==> src/design/ncs_pkg.sv <==
package ncs_pkg;

  // Sizing of the point store and the fixed-point format.
  localparam int MAX_SEGMENTS = 32;
  localparam int FRAC_BITS    = 16;
  localparam int DEPTH        = MAX_SEGMENTS + 1;
  localparam int IDX_W        = $clog2(DEPTH);
  localparam int SEG_W        = 6;

  // Divider widths: operands stay below 2^35 in magnitude, numerators are
  // scaled by 2^FRAC_BITS before the divide.
  localparam int DEN_W     = 36;
  localparam int NUM_W     = DEN_W + FRAC_BITS;
  localparam int QUO_W     = NUM_W + 1;
  localparam int DIV_CNT_W = $clog2(NUM_W);

  // Reciprocal of three for the linear coefficient; exact for magnitudes below 2^33.
  localparam logic [31:0] RECIP3    = 32'haaaaaaab;
  localparam int          RECIP3_SH = 33;

  localparam logic [SEG_W-1:0] RST_SEGMENTS = 6'd24;

  localparam logic signed [63:0] S32MAX = 64'sd2147483647;
  localparam logic signed [63:0] S32MIN = -64'sd2147483648;
  localparam logic signed [63:0] RND    = (64'sd1 <<< FRAC_BITS) - 64'sd1;

  typedef struct packed {
    logic signed [31:0] x_value;
    logic signed [31:0] y_value;
  } in_beat_t;

  typedef struct packed {
    logic [SEG_W-1:0]   segment_index;
    logic signed [31:0] coef_a;
    logic signed [31:0] coef_b;
    logic signed [31:0] coef_c;
    logic signed [31:0] coef_d;
    logic               bad_spacing;
    logic               last_segment;
  } out_beat_t;

  // Datapath operations issued by the controller.
  typedef enum logic [4:0] {
    OP_NONE,
    OP_CLR_BAD,
    OP_H_DIV,
    OP_S_MF,
    OP_S_MO,
    OP_S_LM,
    OP_S_DF,
    OP_S_LF,
    OP_S_DO,
    OP_B_M,
    OP_O_M1,
    OP_O_M2,
    OP_O_LM,
    OP_O_D3,
    OP_O_LB,
    OP_O_DD,
    OP_O_OUT
  } dp_op_t;

  typedef struct packed {
    logic [IDX_W-1:0] ra;
    logic [IDX_W-1:0] rb;
    logic [IDX_W-1:0] fa;
    logic [IDX_W-1:0] wa;
    logic             pt_we;
    logic             hl_we;
    logic             fo_we;
    logic             c_we;
    logic             mask_fo;
    logic             mask_ck;
    logic             mask_cp;
    logic [SEG_W-1:0] seg;
    logic             last;
    dp_op_t           op;
  } dp_cmd_t;

  typedef struct packed {
    logic div_done;
    logic out_taken;
  } dp_sts_t;

  // Clamp a wide signed value to the 32-bit range.
  function automatic logic signed [31:0] sat32(input logic signed [63:0] v);
    logic signed [31:0] r;
    if (v > S32MAX) begin
      r = 32'sh7fffffff;
    end else if (v < S32MIN) begin
      r = 32'sh80000000;
    end else begin
      r = v[31:0];
    end
    return r;
  endfunction

  // Rescale a full product, truncating toward zero, then clamp.
  function automatic logic signed [31:0] qsh(input logic signed [63:0] p);
    logic signed [63:0] t;
    t = p + (p[63] ? RND : 64'sd0);
    return sat32(t >>> FRAC_BITS);
  endfunction

  function automatic logic signed [36:0] ext37(input logic signed [31:0] v);
    return {{5{v[31]}}, v};
  endfunction

  function automatic logic signed [63:0] ext64(input logic signed [31:0] v);
    return {{32{v[31]}}, v};
  endfunction

endpackage

==> src/design/ncs_ctrl.sv <==
module ncs_ctrl import ncs_pkg::*; (
  input  logic             clk,
  input  logic             rst_n,
  input  logic             in_valid,
  output logic             in_stall,
  input  logic             cfg_we,
  input  logic [SEG_W-1:0] cfg_wdata,
  input  dp_sts_t          sts,
  output dp_cmd_t          cmd
);

  typedef enum logic [23:0] {
    S_LOAD   = 24'h000001,
    S_H_RD   = 24'h000002,
    S_H_DIV  = 24'h000004,
    S_H_WAIT = 24'h000008,
    S_S_RD   = 24'h000010,
    S_S_MF   = 24'h000020,
    S_S_MO   = 24'h000040,
    S_S_LM   = 24'h000080,
    S_S_DF   = 24'h000100,
    S_S_WF   = 24'h000200,
    S_S_DO   = 24'h000400,
    S_S_WO   = 24'h000800,
    S_B_RD   = 24'h001000,
    S_B_MUL  = 24'h002000,
    S_B_WR   = 24'h004000,
    S_O_RD   = 24'h008000,
    S_O_M1   = 24'h010000,
    S_O_M2   = 24'h020000,
    S_O_LM   = 24'h040000,
    S_O_D3   = 24'h080000,
    S_O_W3   = 24'h100000,
    S_O_DD   = 24'h200000,
    S_O_WD   = 24'h400000,
    S_O_OUT  = 24'h800000
  } state_t;

  localparam logic [23:0] PH_H = 24'h00000E;
  localparam logic [23:0] PH_S = 24'h000FF0;
  localparam logic [23:0] PH_B = 24'h007000;
  localparam logic [23:0] PH_O = 24'hFF8000;

  state_t           state_r, state_nxt;
  logic [SEG_W-1:0] nseg_r;
  logic [SEG_W-1:0] n_r, n_nxt;
  logic [SEG_W-1:0] k_r, k_nxt;
  logic [SEG_W-1:0] cnt_r, cnt_nxt;
  logic [SEG_W-1:0] n_act, km1, km2;

  // Segment count register, clamped to the supported range.
  always_ff @(posedge clk) begin
    if (!rst_n) begin
      nseg_r <= RST_SEGMENTS;
    end else if (cfg_we) begin
      nseg_r <= cfg_wdata;
    end
  end

  always_comb begin
    if (nseg_r < SEG_W'(2)) begin
      n_act = SEG_W'(2);
    end else if (nseg_r > SEG_W'(MAX_SEGMENTS)) begin
      n_act = SEG_W'(MAX_SEGMENTS);
    end else begin
      n_act = nseg_r;
    end
  end

  assign km1 = k_r - 1'b1;
  assign km2 = k_r - SEG_W'(2);

  // Sequencer: load, widths, forward sweep, back substitution, results.
  always_comb begin
    state_nxt = state_r;
    k_nxt     = k_r;
    n_nxt     = n_r;
    cnt_nxt   = cnt_r;
    cmd       = '0;
    cmd.op    = OP_NONE;
    cmd.seg   = k_r;
    cmd.last  = (k_r == n_r);

    if (|(state_r & PH_H)) begin
      cmd.ra = k_r[IDX_W-1:0];
      cmd.rb = km1[IDX_W-1:0];
      cmd.wa = k_r[IDX_W-1:0];
    end
    if (|(state_r & PH_S)) begin
      cmd.ra      = km1[IDX_W-1:0];
      cmd.rb      = k_r[IDX_W-1:0];
      cmd.fa      = km2[IDX_W-1:0];
      cmd.wa      = km1[IDX_W-1:0];
      cmd.mask_fo = (k_r == SEG_W'(2));
    end
    if (|(state_r & PH_B)) begin
      cmd.fa      = km1[IDX_W-1:0];
      cmd.wa      = km1[IDX_W-1:0];
      cmd.mask_ck = (k_r == n_r);
    end
    if (|(state_r & PH_O)) begin
      cmd.ra      = k_r[IDX_W-1:0];
      cmd.rb      = km1[IDX_W-1:0];
      cmd.mask_ck = (k_r == n_r);
      cmd.mask_cp = (k_r == SEG_W'(1));
    end
    if (state_r == S_LOAD) begin
      cmd.wa = cnt_r[IDX_W-1:0];
    end

    unique case (state_r)
      S_LOAD: begin
        cmd.op = OP_CLR_BAD;
        if (in_valid) begin
          cmd.pt_we = 1'b1;
          if (cnt_r >= n_act) begin
            n_nxt     = n_act;
            k_nxt     = SEG_W'(1);
            cnt_nxt   = '0;
            state_nxt = S_H_RD;
          end else begin
            cnt_nxt = cnt_r + 1'b1;
          end
        end
      end
      S_H_RD: state_nxt = S_H_DIV;
      S_H_DIV: begin
        cmd.op    = OP_H_DIV;
        state_nxt = S_H_WAIT;
      end
      S_H_WAIT: begin
        if (sts.div_done) begin
          cmd.hl_we = 1'b1;
          if (k_r == n_r) begin
            k_nxt     = SEG_W'(2);
            state_nxt = S_S_RD;
          end else begin
            k_nxt     = k_r + 1'b1;
            state_nxt = S_H_RD;
          end
        end
      end
      S_S_RD: state_nxt = S_S_MF;
      S_S_MF: begin
        cmd.op    = OP_S_MF;
        state_nxt = S_S_MO;
      end
      S_S_MO: begin
        cmd.op    = OP_S_MO;
        state_nxt = S_S_LM;
      end
      S_S_LM: begin
        cmd.op    = OP_S_LM;
        state_nxt = S_S_DF;
      end
      S_S_DF: begin
        cmd.op    = OP_S_DF;
        state_nxt = S_S_WF;
      end
      S_S_WF: begin
        if (sts.div_done) begin
          cmd.op    = OP_S_LF;
          state_nxt = S_S_DO;
        end
      end
      S_S_DO: begin
        cmd.op    = OP_S_DO;
        state_nxt = S_S_WO;
      end
      S_S_WO: begin
        if (sts.div_done) begin
          cmd.fo_we = 1'b1;
          if (k_r == n_r) begin
            state_nxt = S_B_RD;
          end else begin
            k_nxt     = k_r + 1'b1;
            state_nxt = S_S_RD;
          end
        end
      end
      S_B_RD: state_nxt = S_B_MUL;
      S_B_MUL: begin
        cmd.op    = OP_B_M;
        state_nxt = S_B_WR;
      end
      S_B_WR: begin
        cmd.c_we = 1'b1;
        if (k_r == SEG_W'(2)) begin
          k_nxt     = SEG_W'(1);
          state_nxt = S_O_RD;
        end else begin
          k_nxt     = km1;
          state_nxt = S_B_RD;
        end
      end
      S_O_RD: state_nxt = S_O_M1;
      S_O_M1: begin
        cmd.op    = OP_O_M1;
        state_nxt = S_O_M2;
      end
      S_O_M2: begin
        cmd.op    = OP_O_M2;
        state_nxt = S_O_LM;
      end
      S_O_LM: begin
        cmd.op    = OP_O_LM;
        state_nxt = S_O_D3;
      end
      S_O_D3: begin
        cmd.op    = OP_O_D3;
        state_nxt = S_O_W3;
      end
      S_O_W3: begin
        cmd.op    = OP_O_LB;
        state_nxt = S_O_DD;
      end
      S_O_DD: begin
        cmd.op    = OP_O_DD;
        state_nxt = S_O_WD;
      end
      S_O_WD: begin
        if (sts.div_done) begin
          cmd.op    = OP_O_OUT;
          state_nxt = S_O_OUT;
        end
      end
      S_O_OUT: begin
        if (sts.out_taken) begin
          if (k_r == n_r) begin
            state_nxt = S_LOAD;
          end else begin
            k_nxt     = k_r + 1'b1;
            state_nxt = S_O_RD;
          end
        end
      end
      default: state_nxt = S_LOAD;
    endcase
  end

  always_ff @(posedge clk) begin
    if (!rst_n) begin
      state_r <= S_LOAD;
      k_r     <= '0;
      n_r     <= SEG_W'(2);
      cnt_r   <= '0;
    end else begin
      state_r <= state_nxt;
      k_r     <= k_nxt;
      n_r     <= n_nxt;
      cnt_r   <= cnt_nxt;
    end
  end

  assign in_stall = (state_r != S_LOAD);

  a_done_in_wait: assert property (@(posedge clk) disable iff (!rst_n)
    sts.div_done |-> (state_r == S_H_WAIT || state_r == S_S_WF || state_r == S_S_WO ||
                      state_r == S_O_WD))
    else $error("divider finished outside a wait state");
  a_k_range: assert property (@(posedge clk) disable iff (!rst_n)
    state_r != S_LOAD |-> (k_r >= SEG_W'(1) && k_r <= n_r))
    else $error("segment counter out of range");
  a_take_in_out: assert property (@(posedge clk) disable iff (!rst_n)
    sts.out_taken |-> state_r == S_O_OUT) else $error("result taken in wrong state");

endmodule

==> config.mk <==
export PLATFORM = sky130hd
export DESIGN_NAME = ncs_ctrl
export DESIGN_NICKNAME = d
export VERILOG_FILES = /design/src/design/ncs_pkg.sv /design/src/design/ncs_ctrl.sv
export SDC_FILE = /design/constraint.sdc
export NUM_CORES = 1
export LEC_CHECK = 0
export ABC_AREA = 1
export BUFFER_PORTS_ARGS = -buffer_cell sky130_fd_sc_hd__buf_2
export CORE_ASPECT_RATIO = 1.2
export CORE_MARGIN = 10
export CORE_UTILIZATION = 58
export DETAILED_ROUTE_END_ITERATION = 8
export GPL_TIMING_DRIVEN = 0
export PLACE_DENSITY = 0.81
export SYNTH_ARGS = -nofsm -noshare
export SYNTH_HDL_FRONTEND = slang
export SYNTH_SLANG_ARGS = --single-unit
==> constraint.sdc <==
create_clock -name clk -period 2.52 [get_ports clk]
set_input_delay 0.126 -clock clk [delete_from_list [all_inputs] [get_ports clk]]
set_output_delay 0.126 -clock clk [all_outputs]
set_load 0.02 [all_outputs]
# Word-level counts from Yosys, hierarchy flattened
# Index checks and enable logic that the tools add are counted.
dict set report word_totals {
  wordCells 98
  in_bits 12
  out_inout_bits 44
  register_bits 48
}
dict set report op_classes {
  n_reduce_logical 9
  add_sub_neg 4
  eq_ne 35
  muxes 42
  order_cmp 3
}
# op count
set ops {}
lappend ops {{$pmux 24 s24} 1}
lappend ops {{$mux 24} 8}
lappend ops {{$pmux 5 s16} 1}
lappend ops {{$mux 6} 13}
lappend ops {{$mux 12} 3}
lappend ops {{$mux 16} 2}
lappend ops {{$pmux 6 s5} 1}
lappend ops {{$eq 24x1->1 const B} 1}
lappend ops {{$eq 24x10->1 const B} 1}
lappend ops {{$eq 24x11->1 const B} 1}
lappend ops {{$eq 24x12->1 const B} 1}
lappend ops {{$eq 24x13->1 const B} 1}
lappend ops {{$eq 24x14->1 const B} 1}
lappend ops {{$eq 24x15->1 const B} 1}
lappend ops {{$eq 24x16->1 const B} 1}
lappend ops {{$eq 24x17->1 const B} 1}
lappend ops {{$eq 24x18->1 const B} 1}
lappend ops {{$eq 24x19->1 const B} 1}
lappend ops {{$eq 24x2->1 const B} 1}
lappend ops {{$eq 24x20->1 const B} 1}
lappend ops {{$eq 24x21->1 const B} 1}
lappend ops {{$eq 24x22->1 const B} 1}
lappend ops {{$eq 24x23->1 const B} 1}
lappend ops {{$eq 24x24->1 const B} 1}
lappend ops {{other kinds (32)} 47}

# Logic depth before layout (Yosys ltp)
# Gate-level depths: netlist of the first run.
dict set report logic_depth {
  depth_word 7
  mapped_depth 18
}

# Worst setup path after synthesis of the first run
# No wires, ideal clock.
dict set report synth_path {
  path_type {register to register}
  startpoint {register nseg_r[3]}
  endpoint {register state_r[0]}
  setup_ns 0.115
  period_less_slack_ns 2.182
  arrival_ns 2.068
  path_stages_with_launch 19
  path_slack_ns 0.338
  cell_sequence {dfxtp_1 > nor2_1 > nand2_1 > o21ai_0 > nand2_1 > ha_1 > nand2_1 > inv_1 > nand2_1 > nand2_1 > a21oi_1 > nand2_1 > nand2_1 > inv_2 > nand2_2 > nor2_4 > buf_6 > nand2_1 > nand2_1}
}
dict set report synth_between {
  elab_chain_cells 6
  elab_cells_between_ends 7
  classes_between {order compare (3); eq/ne (1); mux (2); reduce/logical (1)}
}
# item line
set synth_rtl {}
lappend synth_rtl {{from (decl)} ncs_ctrl.sv:45} ;# logic [SEG_W-1:0] nseg_r;
lappend synth_rtl {{from (signal assigned)} ncs_ctrl.sv:56} ;# nseg_r <= cfg_wdata;
lappend synth_rtl {{$gt 6x6->1} ncs_ctrl.sv:63} ;# end else if (nseg_r > SEG_W'(MAX_SEGMENTS)) begin
lappend synth_rtl {{$mux 6} ncs_ctrl.sv:63}
lappend synth_rtl {{$mux 6 *} ncs_ctrl.sv:61} ;# if (nseg_r < SEG_W'(2)) begin
lappend synth_rtl {{$ge 6x6->1 *} ncs_ctrl.sv:116} ;# if (cnt_r >= n_act) begin
lappend synth_rtl {{$ne 2x1->1 (no source line) *} n/a}
lappend synth_rtl {{$reduce_and 7->1 (no source line) *} n/a}
lappend synth_rtl {{to (signal assigned)} ncs_ctrl.sv:248} ;# state_r <= state_nxt;
lappend synth_rtl {{to (decl)} ncs_ctrl.sv:44} ;# state_t state_r, state_nxt;
# Mark *: on every way between the ends. The rest lies on a longest branch, timed or not.
# A chain may end at the register's enable or synchronous reset.

==> results of run 1 <==
-- through the flow --
step,instance area (sq um),power (mW),instances,hold WS [ns]
after floorplan,3780,3.10,599,0.248
after detailed placement,4160,3.96,739,0.352
after global placement,4160,3.94,739,0.338
after global routing,4400,5.15,753,0.0293
final,4400,4.86,753,0.0226
after CTS,4290,4.57,747,0.0157
-- synthesized netlist by cell type (3+ instances only) --
| master | count |
|---|---|
| a21oi_1 | 27 |
| a31oi_1 | 3 |
| buf_2 | 4 |
| buf_6 | 4 |
| clkbuf_1 | 4 |
| dfxtp_1 | 48 |
| ha_1 | 14 |
| inv_1 | 73 |
| inv_2 | 15 |
| nand2_1 | 131 |
| nand2_2 | 13 |
| nand2_4 | 4 |
| nand3_1 | 45 |
| nand3_2 | 11 |
| nand4_1 | 10 |
| nor2_1 | 92 |
| nor2_2 | 10 |
| nor2_4 | 7 |
| nor3_1 | 8 |
| nor3_2 | 4 |
| o211ai_1 | 4 |
| o21ai_0 | 25 |
| o22ai_1 | 11 |
| xor2_1 | 11 |
-- power by group --
part / total (mW) / internal [mW] / switching [mW]
Clock: 0.594 / 0.299 / 0.294
Sequential: 0.913 / 0.831 / 0.0820
Combinational: 3.35 / 1.08 / 2.27
Total: 4.86 / 2.21 / 2.65
-- sequential cells by signal (all words and copies together), names as in the netlist --
signal / count
n_r: 6
cnt_r: 6
nseg_r: 6
state_r: 24
k_r: 6
-- kinds of logic (layout without fill, tap and decap cells) --
family | count (synthesis) | in the layout | synth area share, %
compound gates | 78 | 78 | 11.6
xor+xnor | 13 | 13 | 3.01
fa+ha+maj | 14 | 14 | 4.63
buf+inv | 103 | 172 | 11.2
flops | 48 | 48 | 25.4
simple gates | 343 | 343 | 44.2
-- final cells by class --
class	instances	area [sq um]	area share, %
multi-input combinational	448	2440	55.5
clock buffer	5	68.8	1.57
timing repair buffer	61	340	7.74
clock inverter	3	46.3	1.05
buffer	14	92.6	2.11
sequential	48	963	21.9
inverter	89	337	7.66
tap	85	106	2.42
-- final timing paths --
kind | endpoint
max | cmd[24]
min | nseg_r[4]
max reg2reg | state_r[13]
min reg2reg | n_r[4]
-- repair_timing --
item                       CTS  global route
setup endpoints to repair   28            40
pin swaps                    0             1
gates resized for setup      4            16
setup buffers                0             5
hold buffers                 0             0
gates cloned                 0             1
-- layer usage --
metal,track usage [%],wire length [um],vias to the layer above,part of all wire [%]
met3,4.37,953,32,8.1
met5,0,0,-,0
li1,-,-,2047,-
met2,38.6,5760,197,49
met4,8.26,318,0,2.7
met1,26.4,4670,1906,40
-- worst max-delay path, delay by kind of cell, from the launching register on --
kind	cells	cell delay, ns
XOR/XNOR	1	0.20
buffers and inverters	3	0.47
flip-flops	1	0.34
AND/OR/NAND/NOR	4	0.60
adder cells (fa/ha/maj)	1	0.20
AO/OA/AOI/OAI	1	0.19
==> out/qor.yml, run 1 <==
run_status:
  status: "completed"
setup_path:
  end_kind: "output pin"
  r2r-start: "nseg_r[3]"
  cp.arrival_ns: 2.31
  crit_path_start_kind: "flop"
  critPathSlowestCell: "dfxtp_1"
  crit_chain: "buf_2, inv_4, ha_2, nand2_1, nor2_2, nand2_1, xor2_1, or2_2, a31oi_1, buf_4"
  max_stage_delay_ns: 0.34
  r2r_setup_slack_ns: 0.14
  critical_path.startpoint: "k_r[2]"
  reg2reg_depth: 18
  cpMostUsedCell: "nand2_1"
  crit_type: "flop to output pin"
  crit_required_ns: 2.39
  cp_max_fo: 7
sta:
  fmax_mhz: 411
  timing.final.hold_violations: 0
  clock_skew_ns: 0.0146
  finalWorstSetupSlack_ns: 0.0890
  worst_pin_slew_ns: 0.739
  setup_viol: 0
  period_needed_ns: 2.43
  max_slew_margin_pct: 50.7
  drv_slew: 0
  min_period_over_period_pct: 96.5
  tns_ns: 0
die:
  die_y_um: 108
  start_util_pct: 59.4
  die-width_um: 93.7
  rows: 32
  dieArea_sq_mm: 0.0102
  io_pins: 56
  core_sq_mm: 0.00637
min_path:
  hold_class: "input pin to flop"
  holdCritStartpoint: "cfg_wdata[4]"
  holdPathStages: 3
yosys:
  synth_top_cell_by_area: "dfxtp_1"
  synthFlopType: "dfxtp_1"
  mappedNetlistNets: 625
  yosysWarnings: 0
  netlist_instances: 599
  syn_area_per_cell_sq_um: 6.31
  synth_area_leaders: "dfxtp_1 (25%), nand2_1 (13%), nor2_1 (9.1%)"
  synth_area_sq_mm: 0.00378
  synth_edf_count: 0
  async_reset_ff_share_pct: 0
  seq_area_frac_synth_pct: 25.4
  synth_top_cell_area_share_pct: 25.4
  ys_types: 41
  synth_seq_cells: 48
grt:
  track_usage_pct: 22.3
  grt_pass1_vias: 3809
  globalRouteOverflowTotal: 0
  grt_pass1_wl_mm: 18.3
  grt_max_degree: 17
  antenna_found_initial: 0
clock_tree:
  clockBufferDepth: 2
  htree_levels: 2
  clk_root_buffer_cell: "clkbuf_8"
  insertion_delay_ns: 0.32
  numClockSinks: 48
  clk_pin_slew_ns: 0.10
  tritoncts: "built"
  cts_buffers: 5
pwr:
  p_per_area_mw_per_mm2: 1110
  irDropWorstVdd_uv: 876
  p_leak_nw: 2.33
route:
  vias: 4182
  drtIter0Drc: 373
  ant_nets: 0
  finalWirelength_mm: 11.7
  via_per_inst: 5.55
  drc: 0
  first_pass_iters: 7
  wl_per_cell_um: 15.5
layout:
  fin_util_pct: 69.0
  antenna_cells: 0
  area_growth_pct: 16.3
  fillers: 567
  layout_commonest_cell: "nand2_1"
  layout_common_cells: "nand2_1 (130), nor2_1 (89), inv_1 (71)"
  nets: 693
  layout-drive-gt1-share_pct: 24.0
place:
  dp_slack_ns: -0.127
  dp_hpwl_mm: 8.94
  routabilityCongestion: 0.985
  numPortBuffers: 55
job:
  cap_violations: 0
(Power assumes the default switching activity.)
==> run 2, diff against run 1 <==
--- a/config.mk
+++ b/config.mk
@@ -10,8 +10,8 @@
 export CORE_ASPECT_RATIO = 1.2
 export CORE_MARGIN = 10
-export CORE_UTILIZATION = 58
+export CORE_UTILIZATION = 50
 export DETAILED_ROUTE_END_ITERATION = 8
 export GPL_TIMING_DRIVEN = 0
-export PLACE_DENSITY = 0.81
+export PLACE_DENSITY = 0.71
 export SYNTH_ARGS = -nofsm -noshare
 export SYNTH_HDL_FRONTEND = slang
==> constraint.sdc (replaced) <==
create_clock -name clk -period 2.52 [get_ports clk]
set_input_delay 0.126 -clock clk [delete_from_list [all_inputs] [get_ports clk]]
set_output_delay 0.126 -clock clk [all_outputs]
set_load 0.005 [all_outputs]
==> out/qor.yml, run 2 (synthesis results as in run 1) <==
grt:
  grt_pass1_vias: 3804  # was 3809
  grt_max_degree: 16  # was 17
  antenna_found_initial: 0  # unchanged
  globalRouteOverflowTotal: 0  # unchanged
  track_usage_pct: 19.7  # was 22.3%
  grt_pass1_wl_mm: 18.6  # was 18.3 mm
place:
  numPortBuffers: 55  # unchanged
  placed_cell_area_sq_mm: 0.00417  # was 0.00416 sq mm
  dp_hpwl_mm: 9.20  # was 8.94 mm
  routabilityCongestion: 0.971  # was 0.985
pwr:
  seqPwrFrac_pct: 21.4  # was 18.8%
  p_leak_nw: 2.32  # was 2.33 nW
  internal_power_mw: 2.09  # was 2.21 mW
  irDropWorstVdd_uv: 602  # was 876 uV
  combPwrFrac_pct: 67.1  # was 69.0%
  clkPwrFrac_pct: 11.5  # was 12.2%
  switchingPower_mw: 2.21  # was 2.65 mW
  p_per_area_mw_per_mm2: 983  # was 1110 mW/mm^2
  sw_frac_of_total_pct: 51.4  # was 54.4%
route:
  drtIter0Drc: 231  # was 373
  first_pass_iters: 5  # was 7
  via_per_inst: 5.42  # was 5.55
  finalWirelength_mm: 11.5  # was 11.7 mm
  wl_per_cell_um: 15.3  # was 15.5 um
  vias: 4101  # was 4182
  drc: 0  # unchanged
  ant_nets: 0  # unchanged
layout:
  area_growth_pct: 15.6  # was 16.3%
  regArea_sq_um: 961  # was 963 sq um
  nets: 691  # was 693
  layout_commonest_cell: "nand2_1"  # unchanged
  largest-register: "state_r"  # unchanged
  multi_input_area_sq_mm: 0.00244  # about the same
  layout_common_cells: "nand2_1 (131), nor2_1 (90), inv_1 (70)"  # was nand2_1 (130), nor2_1 (89), inv_1 (71)
  antenna_cells: 0  # unchanged
  layout-drive-gt1-share_pct: 23.3  # was 24.0%
  largest_register_ffs: 24  # unchanged
  fin_area_sq_mm: 0.00437  # was 0.00440 sq mm
  fillers: 745  # was 567
clock_tree:
  clockBufferDepth: 2  # unchanged
  clk_root_buffer_cell: "clkbuf_8"  # unchanged
  htree_levels: 2  # unchanged
  insertion_delay_ns: 0.31  # was 0.32 ns
  tritoncts: "built"  # unchanged
  numClockSinks: 48  # unchanged
  cts_buffers: 5  # unchanged
  clk_pin_slew_ns: 0.10  # about the same
setup_path:
  crit_required_ns: 2.39  # about the same
  crit_type: "flop to output pin"  # unchanged
  cpMostUsedCell: "nand2_1"  # unchanged
  cp.arrival_ns: 2.29  # was 2.31 ns
  reg2reg_depth: 16  # was 18
  crit_chain: "inv_4, ha_2, nand2_1, nor2_2, nand2_1, xor2_1, or2_2, a31oi_1, buf_2"  # was buf_2, inv_4, ha_2, nand2_1, nor2_2, nand2_1, xor2_1, or2_2, a31oi_1, buf_4
  critPathSlowestCell: "dfxtp_1"  # unchanged
  cp_max_fo: 9  # was 7
  max_stage_delay_ns: 0.45  # was 0.34 ns
  end_kind: "output pin"  # unchanged
  crit_path_start_kind: "flop"  # unchanged
die:
  die_y_um: 115  # was 108 um
  die-width_um: 99.4  # was 93.7 um
  io_pins: 56  # unchanged
  core_sq_mm: 0.00732  # was 0.00637 sq mm
  dieArea_sq_mm: 0.0115  # was 0.0102 sq mm
  start_util_pct: 51.7  # was 59.4%
  rows: 34  # was 32
job:
  cap_violations: 0  # unchanged
sta:
  timing.final.hold_violations: 0  # unchanged
  fmax_mhz: 414  # was 411 MHz
  drv_slew: 0  # unchanged
  hold_slack_ns: 0.0287  # was 0.0226 ns
  period_needed_ns: 2.42  # was 2.43 ns
  worst_pin_slew_ns: 0.777  # was 0.739 ns
  max_slew_margin_pct: 48.2  # was 50.7%
  setup_viol: 0  # unchanged
  min_period_over_period_pct: 95.9  # was 96.5%
  clock_skew_ns: 0.0147  # was 0.0146 ns
min_path:
  holdPathStages: 3  # unchanged
  hold_class: "input pin to flop"  # unchanged
run_status:
  status: "completed"  # unchanged
[run 2: cell type report]
cell class	instances	area share (%)
tap	90	2.58
buffer	14	2.12
clock inverter	2	0.315
timing repair buffer	59	7.39
inverter	89	7.84
clock buffer	6	1.89
multi-input combinational	448	55.9
sequential	48	22.0
[run 2: layer usage]
metal / track usage (%) / routed length (um)
met1: 23.8 / 5050
met2: 34.7 / 5730
met3: 3.00 / 593
met4: 6.60 / 156
met5: 0 / 0
[run 2: worst paths after layout]
| path | startpoint | end | slack (ns) |
|---|---|---|---|
| setup / recovery | k_r[1] | cmd[24] | 0.10 |
| hold / removal | cfg_wdata[3] | nseg_r[3] | 0.03 |
| setup reg to reg | nseg_r[3] | state_r[10] | 0.19 |
| hold reg to reg | nseg_r[4] | nseg_r[4] | 0.48 |
[run 2: per-stage QoR]
step | setup TNS (ns) | instances | total power, mW | utilization [%] | setup slack, ns
after CTS | 0 | 752 | 4.11 | 58.4 | 0.0413
final | 0 | 756 | 4.30 | 59.7 | 0.103
after global routing | -0.0279 | 756 | 4.63 | 59.7 | -0.0166
after global placement | -0.613 | 744 | 3.57 | 57.0 | -0.0892
after floorplan | 0 | 599 | 2.70 | - | 0.338
after detailed placement | -0.734 | 744 | 3.59 | 57.0 | -0.0924
[run 2: power by group through the flow]
stage | logic, mW | registers (mW) | clock network (mW)
floorplan | 1.80 | 0.904 | 0
global placement | 2.65 | 0.923 | 0
detailed placement | 2.66 | 0.926 | 0
CTS | 2.68 | 0.911 | 0.517
global route | 3.16 | 0.926 | 0.547
finish | 2.88 | 0.919 | 0.494
[run 2: critical path, delay by kind of cell (launching register included)]
family,cells,cell delay [ns]
adder cells (fa/ha/maj),1,0.22
buffers and inverters,2,0.32
AO/OA/AOI/OAI,1,0.21
XOR/XNOR,1,0.19
AND/OR/NAND/NOR,4,0.59
flip-flops,1,0.45
[run 2: repair_timing]
action,in CTS,in global routing
hold buffers,0,0
pin swaps,0,1
setup endpoints to repair,21,35
gates resized for setup,4,13
setup buffers,0,3
cloned,0,1
